`src/pffa_pkg.sv`:
```
`timescale 1ns / 1ps
// Shared types, codes and constants of the priority first-fit allocator.
// No dependencies.
package pffa_pkg;

  localparam int MAX_HOSTS_DEF = 16;
  localparam int IN_TDATA_W    = 32;
  localparam int OUT_TDATA_W   = 32;

  localparam logic CMD_LOAD  = 1'b0;
  localparam logic CMD_ALLOC = 1'b1;

  typedef enum logic [1:0] {
    ST_LOADED  = 2'd0,
    ST_FULL    = 2'd1,
    ST_ALLOC   = 2'd2,
    ST_NOALLOC = 2'd3
  } status_t;

  typedef enum logic [5:0] {
    S_IDLE   = 6'b000001,
    S_START  = 6'b000010,
    S_INSERT = 6'b000100,
    S_SCAN   = 6'b001000,
    S_BUBBLE = 6'b010000,
    S_DONE   = 6'b100000
  } seq_state_t;

  typedef struct packed {
    logic [7:0]  ident;
    logic [1:0]  level;
    logic [15:0] free;
  } entry_t;

  localparam int ENTRY_W = $bits(entry_t);

  typedef struct packed {
    logic        command;
    logic [7:0]  item_id;
    logic [1:0]  priority_req;
    logic [15:0] amount;
    logic        allow_lower;
  } req_t;

  typedef struct packed {
    status_t     status;
    logic [7:0]  request_id;
    logic [7:0]  host_id;
    logic [15:0] remaining;
  } res_t;

endpackage

```
`src/pffa_ram.sv`:
```
`timescale 1ns / 1ps
// Generic single-write, single-read RAM with registered read data.
// No dependencies.
module pffa_ram #(
  parameter int WIDTH = 8,
  parameter int DEPTH = 16,
  localparam int AW = (DEPTH > 1) ? $clog2(DEPTH) : 1
) (
  input  logic             clk,
  input  logic             wr_en,
  input  logic [AW-1:0]    wr_addr,
  input  logic [WIDTH-1:0] wr_data,
  input  logic [AW-1:0]    rd_addr,
  output logic [WIDTH-1:0] rd_data
);

  logic [WIDTH-1:0] mem_r [DEPTH];
  logic [WIDTH-1:0] rd_data_r;

  always_ff @(posedge clk) begin
    if (wr_en) begin
      mem_r[wr_addr] <= wr_data;
    end
    rd_data_r <= mem_r[rd_addr];
  end

  assign rd_data = rd_data_r;

endmodule

```
`src/pffa_seq.sv`:
```
`timescale 1ns / 1ps
// Sequencer of the allocator: host table walk for insert, first-fit scan and bubble-down.
// Depends on pffa_pkg and pffa_ram.
module pffa_seq #(
  parameter int MAX_HOSTS = pffa_pkg::MAX_HOSTS_DEF
) (
  input  logic            clk,
  input  logic            rst_n,
  input  logic            req_valid,
  output logic            req_ready,
  input  pffa_pkg::req_t  req,
  output logic            res_valid,
  input  logic            res_ready,
  output pffa_pkg::res_t  res
);
  import pffa_pkg::*;

  localparam int AW = (MAX_HOSTS > 1) ? $clog2(MAX_HOSTS) : 1;
  localparam int CW = $clog2(MAX_HOSTS + 1);
  localparam logic [CW-1:0] CNT_MAX = CW'(MAX_HOSTS);
  localparam logic [CW-1:0] ONE     = CW'(1);
  localparam logic [CW-1:0] TWO     = CW'(2);

  seq_state_t    state_r, state_nxt;
  req_t          req_r, req_nxt;
  logic [CW-1:0] cnt_r, cnt_nxt;
  logic [CW-1:0] idx_r, idx_nxt;
  entry_t        ent_r, ent_nxt;
  logic          started_r, started_nxt;
  res_t          res_r, res_nxt;

  logic [CW-1:0] cnt_m1, idx_m1, idx_m2, idx_p1, idx_p2;
  logic          wr_en;
  logic [AW-1:0] wr_addr, rd_addr;
  entry_t        wr_data, rd_data;
  logic [15:0]   alu_b;
  logic [16:0]   alu_diff;
  logic          borrow;
  logic          ins_before;
  logic          in_range;

  pffa_ram #(
    .WIDTH (ENTRY_W),
    .DEPTH (MAX_HOSTS)
  ) u_ram (
    .clk     (clk),
    .wr_en   (wr_en),
    .wr_addr (wr_addr),
    .wr_data (wr_data),
    .rd_addr (rd_addr),
    .rd_data (rd_data)
  );

  assign cnt_m1 = cnt_r - ONE;
  assign idx_m1 = idx_r - ONE;
  assign idx_m2 = idx_r - TWO;
  assign idx_p1 = idx_r + ONE;
  assign idx_p2 = idx_r + TWO;

  // Shared subtract/compare unit: table capacity minus demand or moving capacity.
  assign alu_b    = state_r == S_BUBBLE ? ent_r.free : req_r.amount;
  assign alu_diff = {1'b0, rd_data.free} - {1'b0, alu_b};
  assign borrow   = alu_diff[16];

  // New host sorts strictly ahead of the table entry just read.
  assign ins_before = (req_r.priority_req != rd_data.level) ?
                      (req_r.priority_req > rd_data.level) : borrow;
  assign in_range   = started_r || (rd_data.level <= req_r.priority_req);

  always_comb begin
    state_nxt   = state_r;
    req_nxt     = req_r;
    cnt_nxt     = cnt_r;
    idx_nxt     = idx_r;
    ent_nxt     = ent_r;
    started_nxt = started_r;
    res_nxt     = res_r;
    rd_addr     = idx_r[AW-1:0];
    wr_en       = 1'b0;
    wr_addr     = idx_r[AW-1:0];
    wr_data     = ent_r;
    req_ready   = 1'b0;
    res_valid   = 1'b0;
    case (state_r)
      S_IDLE: begin
        req_ready = 1'b1;
        if (req_valid) begin
          req_nxt   = req;
          state_nxt = S_START;
        end
      end
      S_START: begin
        res_nxt     = '{status: ST_LOADED, request_id: req_r.item_id,
                        host_id: 8'd0, remaining: 16'd0};
        started_nxt = 1'b0;
        if (req_r.command == CMD_LOAD) begin
          if (cnt_r == CNT_MAX) begin
            res_nxt.status = ST_FULL;
            state_nxt      = S_DONE;
          end else begin
            idx_nxt   = cnt_r;
            rd_addr   = cnt_m1[AW-1:0];
            state_nxt = S_INSERT;
          end
        end else begin
          idx_nxt   = '0;
          rd_addr   = '0;
          state_nxt = S_SCAN;
        end
      end
      S_INSERT: begin
        wr_en = 1'b1;
        if (idx_r != '0 && ins_before) begin
          // shift the entry above one slot down and look one further up
          wr_data = rd_data;
          idx_nxt = idx_m1;
          rd_addr = idx_m2[AW-1:0];
        end else begin
          wr_data   = '{ident: req_r.item_id, level: req_r.priority_req,
                        free: req_r.amount};
          cnt_nxt   = cnt_r + ONE;
          state_nxt = S_DONE;
        end
      end
      S_SCAN: begin
        if (idx_r == cnt_r) begin
          res_nxt.status = ST_NOALLOC;
          state_nxt      = S_DONE;
        end else if (!in_range) begin
          idx_nxt = idx_p1;
          rd_addr = idx_p1[AW-1:0];
        end else if (rd_data.level < req_r.priority_req && !req_r.allow_lower) begin
          res_nxt.status = ST_NOALLOC;
          state_nxt      = S_DONE;
        end else if (!borrow) begin
          ent_nxt           = '{ident: rd_data.ident, level: rd_data.level,
                                free: alu_diff[15:0]};
          res_nxt.status    = ST_ALLOC;
          res_nxt.host_id   = rd_data.ident;
          res_nxt.remaining = alu_diff[15:0];
          rd_addr           = idx_p1[AW-1:0];
          state_nxt         = S_BUBBLE;
        end else begin
          started_nxt = 1'b1;
          idx_nxt     = idx_p1;
          rd_addr     = idx_p1[AW-1:0];
        end
      end
      S_BUBBLE: begin
        wr_en = 1'b1;
        if (idx_p1 == cnt_r || rd_data.level < ent_r.level || borrow) begin
          wr_data   = ent_r;
          state_nxt = S_DONE;
        end else begin
          // next entry moves up, chosen host keeps sinking
          wr_data = rd_data;
          idx_nxt = idx_p1;
          rd_addr = idx_p2[AW-1:0];
        end
      end
      S_DONE: begin
        res_valid = 1'b1;
        if (res_ready) begin
          state_nxt = S_IDLE;
        end
      end
      default: begin
        state_nxt = S_IDLE;
      end
    endcase
  end

  always_ff @(posedge clk) begin
    if (!rst_n) begin
      state_r <= S_IDLE;
      cnt_r   <= '0;
    end else begin
      state_r <= state_nxt;
      cnt_r   <= cnt_nxt;
    end
  end

  always_ff @(posedge clk) begin
    req_r     <= req_nxt;
    idx_r     <= idx_nxt;
    ent_r     <= ent_nxt;
    started_r <= started_nxt;
    res_r     <= res_nxt;
  end

  assign res = res_r;

endmodule

```
`src/priority_first_fit_allocator_top.sv`:
```
`timescale 1ns / 1ps
// Top level of the priority first-fit allocator: stream ports and output register.
// Depends on pffa_pkg and pffa_seq.
//
// Usage:
//   Input stream in_*: one transfer is a load (in_tuser = 0, host id, level and
//   capacity) or an allocate request (in_tuser = 1, request id, priority, demand,
//   allow-lower flag). Each input transfer gives exactly one output transfer on
//   out_*: out_tuser carries the status, out_tdata the echoed id, the chosen host
//   and its remaining capacity (zero unless the status is allocated).
//   Flow: items are handled one at a time; in_tready is low from the accepted
//   transfer until its result enters the output register. The host table sits in
//   a RAM with one read port and registered read, walked one entry per cycle:
//   a load goes from the start state through insert steps to done, an allocate
//   from start through scan and bubble-down steps to done, and the sequencer
//   returns to idle before it accepts the next item.
//   The next item is accepted while the previous result still waits in the
//   output register; if the receiver stalls, the finished result waits inside
//   the sequencer and the input stays stalled.
//   Reset empties the host table (count to zero) and drops any pending result;
//   table contents need no clearing.
module priority_first_fit_allocator_top #(
  parameter int MAX_HOSTS = pffa_pkg::MAX_HOSTS_DEF
) (
  input  logic                                clk,
  input  logic                                rst_n,
  input  logic                                in_tvalid,
  output logic                                in_tready,
  // item_id[7:0], priority_req[9:8], amount[25:10], allow_lower[26], zero fill
  input  logic [pffa_pkg::IN_TDATA_W-1:0]     in_tdata,
  // command[0]
  input  logic [0:0]                          in_tuser,
  output logic                                out_tvalid,
  input  logic                                out_tready,
  // request_id[7:0], allocated_host_id[15:8], remaining_capacity[31:16]
  output logic [pffa_pkg::OUT_TDATA_W-1:0]    out_tdata,
  // status[1:0]
  output logic [1:0]                          out_tuser
);
  import pffa_pkg::*;

  req_t req;
  res_t res;
  logic res_valid, res_ready;
  logic out_valid_r;
  res_t out_r;

  assign req = '{command: in_tuser[0], item_id: in_tdata[7:0],
                 priority_req: in_tdata[9:8], amount: in_tdata[25:10],
                 allow_lower: in_tdata[26]};

  pffa_seq #(
    .MAX_HOSTS (MAX_HOSTS)
  ) u_seq (
    .clk       (clk),
    .rst_n     (rst_n),
    .req_valid (in_tvalid),
    .req_ready (in_tready),
    .req       (req),
    .res_valid (res_valid),
    .res_ready (res_ready),
    .res       (res)
  );

  assign res_ready = !out_valid_r || out_tready;

  always_ff @(posedge clk) begin
    if (!rst_n) begin
      out_valid_r <= 1'b0;
    end else if (res_valid && res_ready) begin
      out_valid_r <= 1'b1;
    end else if (out_tready) begin
      out_valid_r <= 1'b0;
    end
  end

  always_ff @(posedge clk) begin
    if (res_valid && res_ready) begin
      out_r <= res;
    end
  end

  assign out_tvalid = out_valid_r;
  assign out_tuser  = out_r.status;
  assign out_tdata  = {out_r.remaining, out_r.host_id, out_r.request_id};

endmodule

```
`config.mk`:
```
export PLATFORM = sky130hd
export DESIGN_NAME = priority_first_fit_allocator_top
export DESIGN_NICKNAME = d
export VERILOG_FILES = /design/src/pffa_pkg.sv /design/src/pffa_ram.sv /design/src/pffa_seq.sv /design/src/priority_first_fit_allocator_top.sv
export SDC_FILE = /design/constraint.sdc
export NUM_CORES = 1
export LEC_CHECK = 0
export BUFFER_PORTS_ARGS = -buffer_cell sky130_fd_sc_hd__clkbuf_2
export CAP_MARGIN = 20
export CORE_AREA = 2 2 225 227
export CTS_CLUSTER_DIAMETER = 120
export DETAILED_ROUTE_END_ITERATION = 8
export DIE_AREA = 0 0 227 229
export SETUP_SLACK_MARGIN = 0.15
export SLEW_MARGIN = 20
export SYNTH_ARGS = -nofsm -noshare
export SYNTH_HDL_FRONTEND = slang
export SYNTH_SLANG_ARGS = --single-unit
```
`constraint.sdc`:
```
create_clock -name clk -period 6.55 [get_ports clk]
set_input_delay 1.965 -clock clk [delete_from_list [all_inputs] [get_ports clk]]
set_output_delay 1.965 -clock clk [all_outputs]
set_load 0.03 [all_outputs]
```
* Yosys cells after proc, flatten, opt, wreduce, memory -nomap -nowiden *
Memories as Yosys holds them, arrays and structs flattened. A register that Yosys moved wholly into a read port is not among the register bits.
Index checks and enable logic that the tools add are counted.

word-level totals
  register bits after elaboration = 140
  memory bits (writable) = 416
  word-level logic and storage cells = 142
  memories = 1

memory list
  memory             depth  width  rd ports  clocked after memory_dff  wr ports  RTL line        source
  u_seq.u_ram.mem_r  16     26     1         1                         1         pffa_ram.sv:17  logic [WIDTH-1:0] mem_r [DEPTH];

cells by class
  $add $sub $neg = 7
  $lt $le $gt $ge = 4
  eq/ne operators = 26
  muxes and demuxes = 57
  bitwise gates (word level) = 4
  reductions and logical operators = 22

operators by type and width
  cell                                                  number
  two-way mux 24 bit                                    4
  two-way mux 6 bit                                     10
  two-way mux 26 bit                                    2
  one-hot mux 26 bit (2 select lines)                   1
  one-hot mux 24 bit (2 select lines)                   1
  two-way mux 5 bit                                     8
  one-hot mux 6 bit (6 select lines)                    1
  two-way mux 4 bit                                     7
  one-hot mux 5 bit (4 select lines)                    1
  subtractor 16 x 16 -> 17 bit                          1
  two-way mux 16 bit                                    1
  != test 2 bit (second input constant)                 8
  one-hot mux 4 bit (4 select lines)                    1
  AND reduction 5 bit                                   3
  two-way mux 1 bit                                     13
  adder 5 x 1 -> 5 bit (second input constant)          2
  equality test 5 bit                                   2
  two-way mux 2 bit                                     5
  AND reduction 7 bit                                   1
  equality test 6 x 1 -> 1 bit (second input constant)  1
  equality test 6 x 2 -> 1 bit (second input constant)  1
  equality test 6 x 3 -> 1 bit (second input constant)  1
  equality test 6 x 4 -> 1 bit (second input constant)  1
  equality test 6 x 5 -> 1 bit (second input constant)  1
  other kinds (28)                                      43

* Longest topological paths before layout *
  depth after elaboration = 8
  gate-level depth with buffers = 22
  mapped depth without buffers = 17

* Hierarchy *
A second synthesis with hierarchy kept.

second synthesis, totals
  cell total of the unflattened synthesis = 1218
  area total of the unflattened synthesis = 23366.2 um^2

modules (own cells, without submodules)
  module                            instances  cells each  area each (um^2)  sequential area each (um^2)
  pffa_ram                          1          686         16377.0           13012.5
  pffa_seq                          1          493         5910.7            3042.9
  priority_first_fit_allocator_top  1          39          1078.5            1041.0

* Least setup slack after synthesis *
Ideal clock, no wire load.

  path kind = register to register
  start point = register u_seq.state_r[1]
  end point = register u_seq.u_ram.rd_data_r[18], in the netlist u_seq.u_ram.rd_data[18], read port of u_seq.u_ram.mem_r
  arrival = 4601 ps
  data required time = 6430 ps
  path slack = 1829 ps
  cell stages (with the launch flop) = 22
  path buffers = 4
  cell sequence = dfxtp_1 > nor4_4 > nand3b_1 > clkbuf_1 > buf_1 > nand2_1 > nand2_1 > ha_1 > inv_1 > fa_1 > a211oi_2 > o211a_1 > o21ai_1 > a21oi_1 > a31oi_1 > and3_1 > o221ai_2 > buf_2 > buf_2 > mux4_2 > a22oi_1 > nand2_1

on the way
  word-level cells in the longest chain between the ends = 7
  elaborated cells between the ends (all ways) = 12

RTL lines
  what                                    RTL line                        source
  start, declared                         pffa_seq.sv:24                  seq_state_t state_r, state_nxt;
  start signal, assigned                  pffa_seq.sv:178                 state_r <= state_nxt;
  equality test 6 x 5 -> 1 bit            pffa_seq.sv:61, pffa_seq.sv:84
  two-way mux 16 bit                      pffa_seq.sv:61                  assign alu_b = state_r == S_BUBBLE ? ent_r.free : req_r.amount;
  subtractor 16 x 16 -> 17 bit            pffa_seq.sv:62                  assign alu_diff = {1'b0, rd_data.free} - {1'b0, alu_b};
  two-way mux 1 bit                       pffa_seq.sv:66                  assign ins_before = (req_r.priority_req != rd_data.level) ?
  logical AND 1 bit                       pffa_seq.sv:113                 if (idx_r != '0 && ins_before) begin
  two-way mux 4 bit                       pffa_seq.sv:113
  one-hot mux 4 bit (4 select lines) (*)  pffa_seq.sv:84                  case (state_r)
  end, declared                           pffa_ram.sv:18                  logic [WIDTH-1:0] rd_data_r;

Mark *: on every way between the ends. The rest lies on a longest branch, timed or not.
A chain may end at the register's enable or synchronous reset.

* Worst setup path in the final report *
  start point = register u_seq.state_r[5]
  end point = register u_seq.u_ram.rd_data_r[12], in the netlist u_seq.u_ram.rd_data[12], read port of u_seq.u_ram.mem_r

Same word-level chain as after synthesis.

==> results.py <==
metrics = {
    "timing": {
        "tightestPinTransition_ns": 0.988,
        "timing.fmax_ghz": 0.170,
        "finalSetupViolCount": 0,
        "hold_viol": 0,
        "final.period_utilization_pct": 89.8,
        "grt_setup_unrepaired": "false",
        "slew_viol_final": 0,
        "fin_skew_ns": 0.0174,
        "min_period_ns": 5.89,
        "tns_ns": 0,
        "holdWs_ns": 0.410,
        "slew_headroom_pct": 34.0,
    },
    "clock_tree": {
        "postCtsHoldBufs": 0,
        "clk_pin_slew_ns": 0.06,
        "post_cts_resized": 0,
        "cts_root_buffer": "clkbuf_16",
        "cts_sinks": 582,
        "cts_buffers": 56,
        "clk_latency_ns": 0.62,
        "ctsLongestPathBuffers": 3,
        "htreeDepth": 2,
        "cts_setup_buffers": 0,
        "cts_tree": "built",
    },
    "routing": {
        "first_pass_iters": 5,
        "drt_iter0_markers": 1200,
        "ant_nets": 0,
        "post-route-drc-count": 0,
        "vias": 11804,
        "drt-total-wl_um": 51200,
        "vias_per_cell": 5.68,
        "wl_per_cell_um": 24.6,
    },
    "logic_synthesis": {
        "syn-instance-count": 1251,
        "syn_area_um2": 23100,
        "ys_seq_area_share_pct": 74.1,
        "synth-edff-count": 544,
        "syn_nets": 1319,
        "synth_ff_type": "edfxtp_1",
        "synthArstFlopShare_pct": 0,
        "synth_cell_type_count": 69,
        "ys_warn_count": 0,
        "ys_ff_latch": 582,
        "synth.avg_cell_area_um2": 18.5,
    },
    "global_route": {
        "grt_first_pass_wirelength_um": 76000,
        "antenna_found_initial": 0,
        "grt_usage_pct": 20.1,
        "grt_pass1_vias": 12099,
        "grt_max_degree": 37,
        "grt_overflow": 0,
    },
    "finish": {
        "num_antenna_cells": 0,
        "layout-drive-gt1-share_pct": 23.5,
        "nets": 1428,
        "syn2layout_area_growth_pct": 13.7,
    },
    "worst_setup_path": {
        "crit_arrival_ns": 6.39,
        "endpoint_kind": "flip-flop",
        "path_cells": "nor4_4, nand3b_1, buf_4, mux2i_1, ha_1, a211oi_2, o211a_1, o21ai_1, a21oi_1, o41ai_4, buf_4, nor4b_2, o221ai_4, buf_4, mux4_2, a22oi_1, nand2_1",
        "crit_fanout": 19,
        "critPathTopFamily": "compound AO/OA/AOI/OAI gates",
        "critical_path.slowest_cell": "o221ai_4",
        "crit_path_start_kind": "flip-flop",
        "cp_num_buf_inv": 3,
        "crit_type": "flip-flop to flip-flop",
        "crit_path_frequent_cell": "buf_4",
        "cp_slowest_stage_delay_ns": 0.70,
        "cp.required_ns": 7.05,
    },
    "die": {
        "rows": 82,
        "start_util_pct": 46.5,
        "core_area_um2": 49700,
        "die_w_um": 227,
        "io_pins": 73,
        "die_h_um": 229,
        "fp.dieArea_um2": 52000,
    },
    "power": {
        "p_leak_nw": 8.91,
        "p_per_area_nw_per_um2": 322,
        "irDropWorstVdd_uv": 200,
    },
    "job": {
        "maxCapViolCount": 0,
    },
    "run_status": {
        "status": "finished, final reports clean",
    },
    "place": {
        "dp_hpwl_um": 29700,
        "io_buffers": 67,
        "finalWeightedCongestion": 0.862,
    },
    "hold_path": {
        "hold_path.class": "flip-flop to flip-flop",
    },
}
worst reg2reg max path, delay by kind of cell, from the launching register on:
| kind | cells | cell delay, ns |
|---|---|---|
| compound gates | 7 | 2.22 |
| simple gates | 4 | 1.33 |
| buf+inv | 3 | 1.04 |
| mux | 2 | 0.47 |
| fa+ha+maj | 1 | 0.38 |
| flops | 1 | 0.35 |
per-layer routing:
metal,vias up,wire (um),GRT usage (%)
met5,-,0,0
met4,0,1190,5.92
met3,74,3130,3.13
met2,370,24900,32.7
met1,6130,22000,28.3
li1,5230,-,-
final timing paths:
check	cells past startpoint	slack, ns	start	endpoint
worst max-delay path	17	0.66	u_seq.state_r[5]	u_seq.u_ram.rd_data[12]
worst min-delay path	0	0.41	u_seq.res[28]	out_tdata[4]
worst max register to register	17	0.66	u_seq.state_r[5]	u_seq.u_ram.rd_data[12]
worst min register to register	0	0.41	u_seq.res[28]	out_tdata[4]
metrics by stage:
step | setup WS [ns] | utilization (%) | std cells | power (mW) | cell area, um^2
after floorplan | 1.83 | - | 1251 | 5.11 | 23100
after global placement | 0.675 | 49.3 | 1974 | 5.42 | 24500
after detailed placement | 0.622 | 49.3 | 1974 | 5.44 | 24500
after CTS | 0.610 | 52.8 | 2079 | 8.54 | 26200
after global routing | 0.403 | 52.8 | 2079 | 8.79 | 26200
final | 0.665 | 52.8 | 2079 | 8.45 | 26200
where the power goes:
group          leakage [nW]  internal (mW)  switching (mW)
clock network         0.856           1.77            1.33
registers              5.21           4.19           0.113
logic                  2.84          0.442           0.606
total                  8.91           6.40            2.05
cell usage in the layout (no fill, tap or decap), drive strengths merged, types with 3 or more instances in the layout:
cell type	count
edfxtp	544
clkbuf	155
nand2	116
mux4	104
a22oi	79
nor2	52
buf	40
dfxtp	38
ha	30
inv	23
a21oi	20
and3	17
and2	16
xor2	15
xnor2	15
mux2i	15
o21ai	12
clkinv	11
nor3	10
nand3	7
a21o	7
nor2b	6
nand4	5
a31oi	5
o21a	5
nand4b	4
or3	4
o221ai	4
nand3b	3
o2111ai	3
a21boi	3
nor4	3
a221o	3
or2	3
a211oi	3
state kept, by name, indices dropped and copies added, names as in the netlist:
| signal | flops |
|---|---|
| u_seq.req_r | 28 |
| u_seq.cnt_r | 5 |
| out_tuser | 2 |
| u_seq.state_r | 6 |
| u_seq.idx_r | 5 |
| out_tvalid | 1 |
| u_seq.res | 34 |
| u_seq.u_ram.rd_data | 26 |
| out_tdata | 32 |
| u_seq.ent_r | 26 |
| u_seq.u_ram.mem_r | 416 |
| u_seq.started_r | 1 |
cells in the mapped netlist, types with 3 or more instances:
library cell  count  area, um^2
nor2_2            3        18.8
nor2b_1           6        37.5
ha_1             30         375
o2111ai_1         3        26.3
buf_4             9        67.6
xor2_1           15         131
nand2_1         114         428
and2_1           16         100
mux2i_1          15         150
mux4_2          104        2340
buf_2            22         110
o21a_1            5        37.5
inv_1            20        75.1
a22oi_1          79         593
nand4_1           5        31.3
nand3_1           7        35.0
and3_1           16         100
edfxtp_1        544       16300
xnor2_1          15         131
clkbuf_1         21        78.8
o21ai_0           9        45.0
a21oi_1          20         100
or3_1             4        25.0
o21ai_1           3        15.0
o221ai_1          3        26.3
nor2_1           47         176
dfxtp_1          38         761
nand4b_1          4        35.0
a21o_1            7        52.6
a21boi_0          3        22.5
nand3b_1          3        22.5
nor3_1           10        50.1
a31oi_1           5        31.3
cell type report:
cell class	count	area [um^2]
Timing Repair Buffer	107	698
Sequential cell	582	17100
Fill cell	3955	23400
Clock inverter	17	141
Tap cell	672	841
Inverter	21	78.8
Clock buffer	88	1620
Multi-Input combinational cell	592	5770
logic make-up after synthesis:
group           count (synthesis)  synth area share (%)
compound gates                157                  5.11
xor+xnor                       31                  1.24
fa+ha+maj                      31                  1.71
buf+inv                        77                  1.58
flops                         582                  74.1
mux                           119                  10.8
simple gates                  254                  5.49
(Power assumes the default switching activity.)
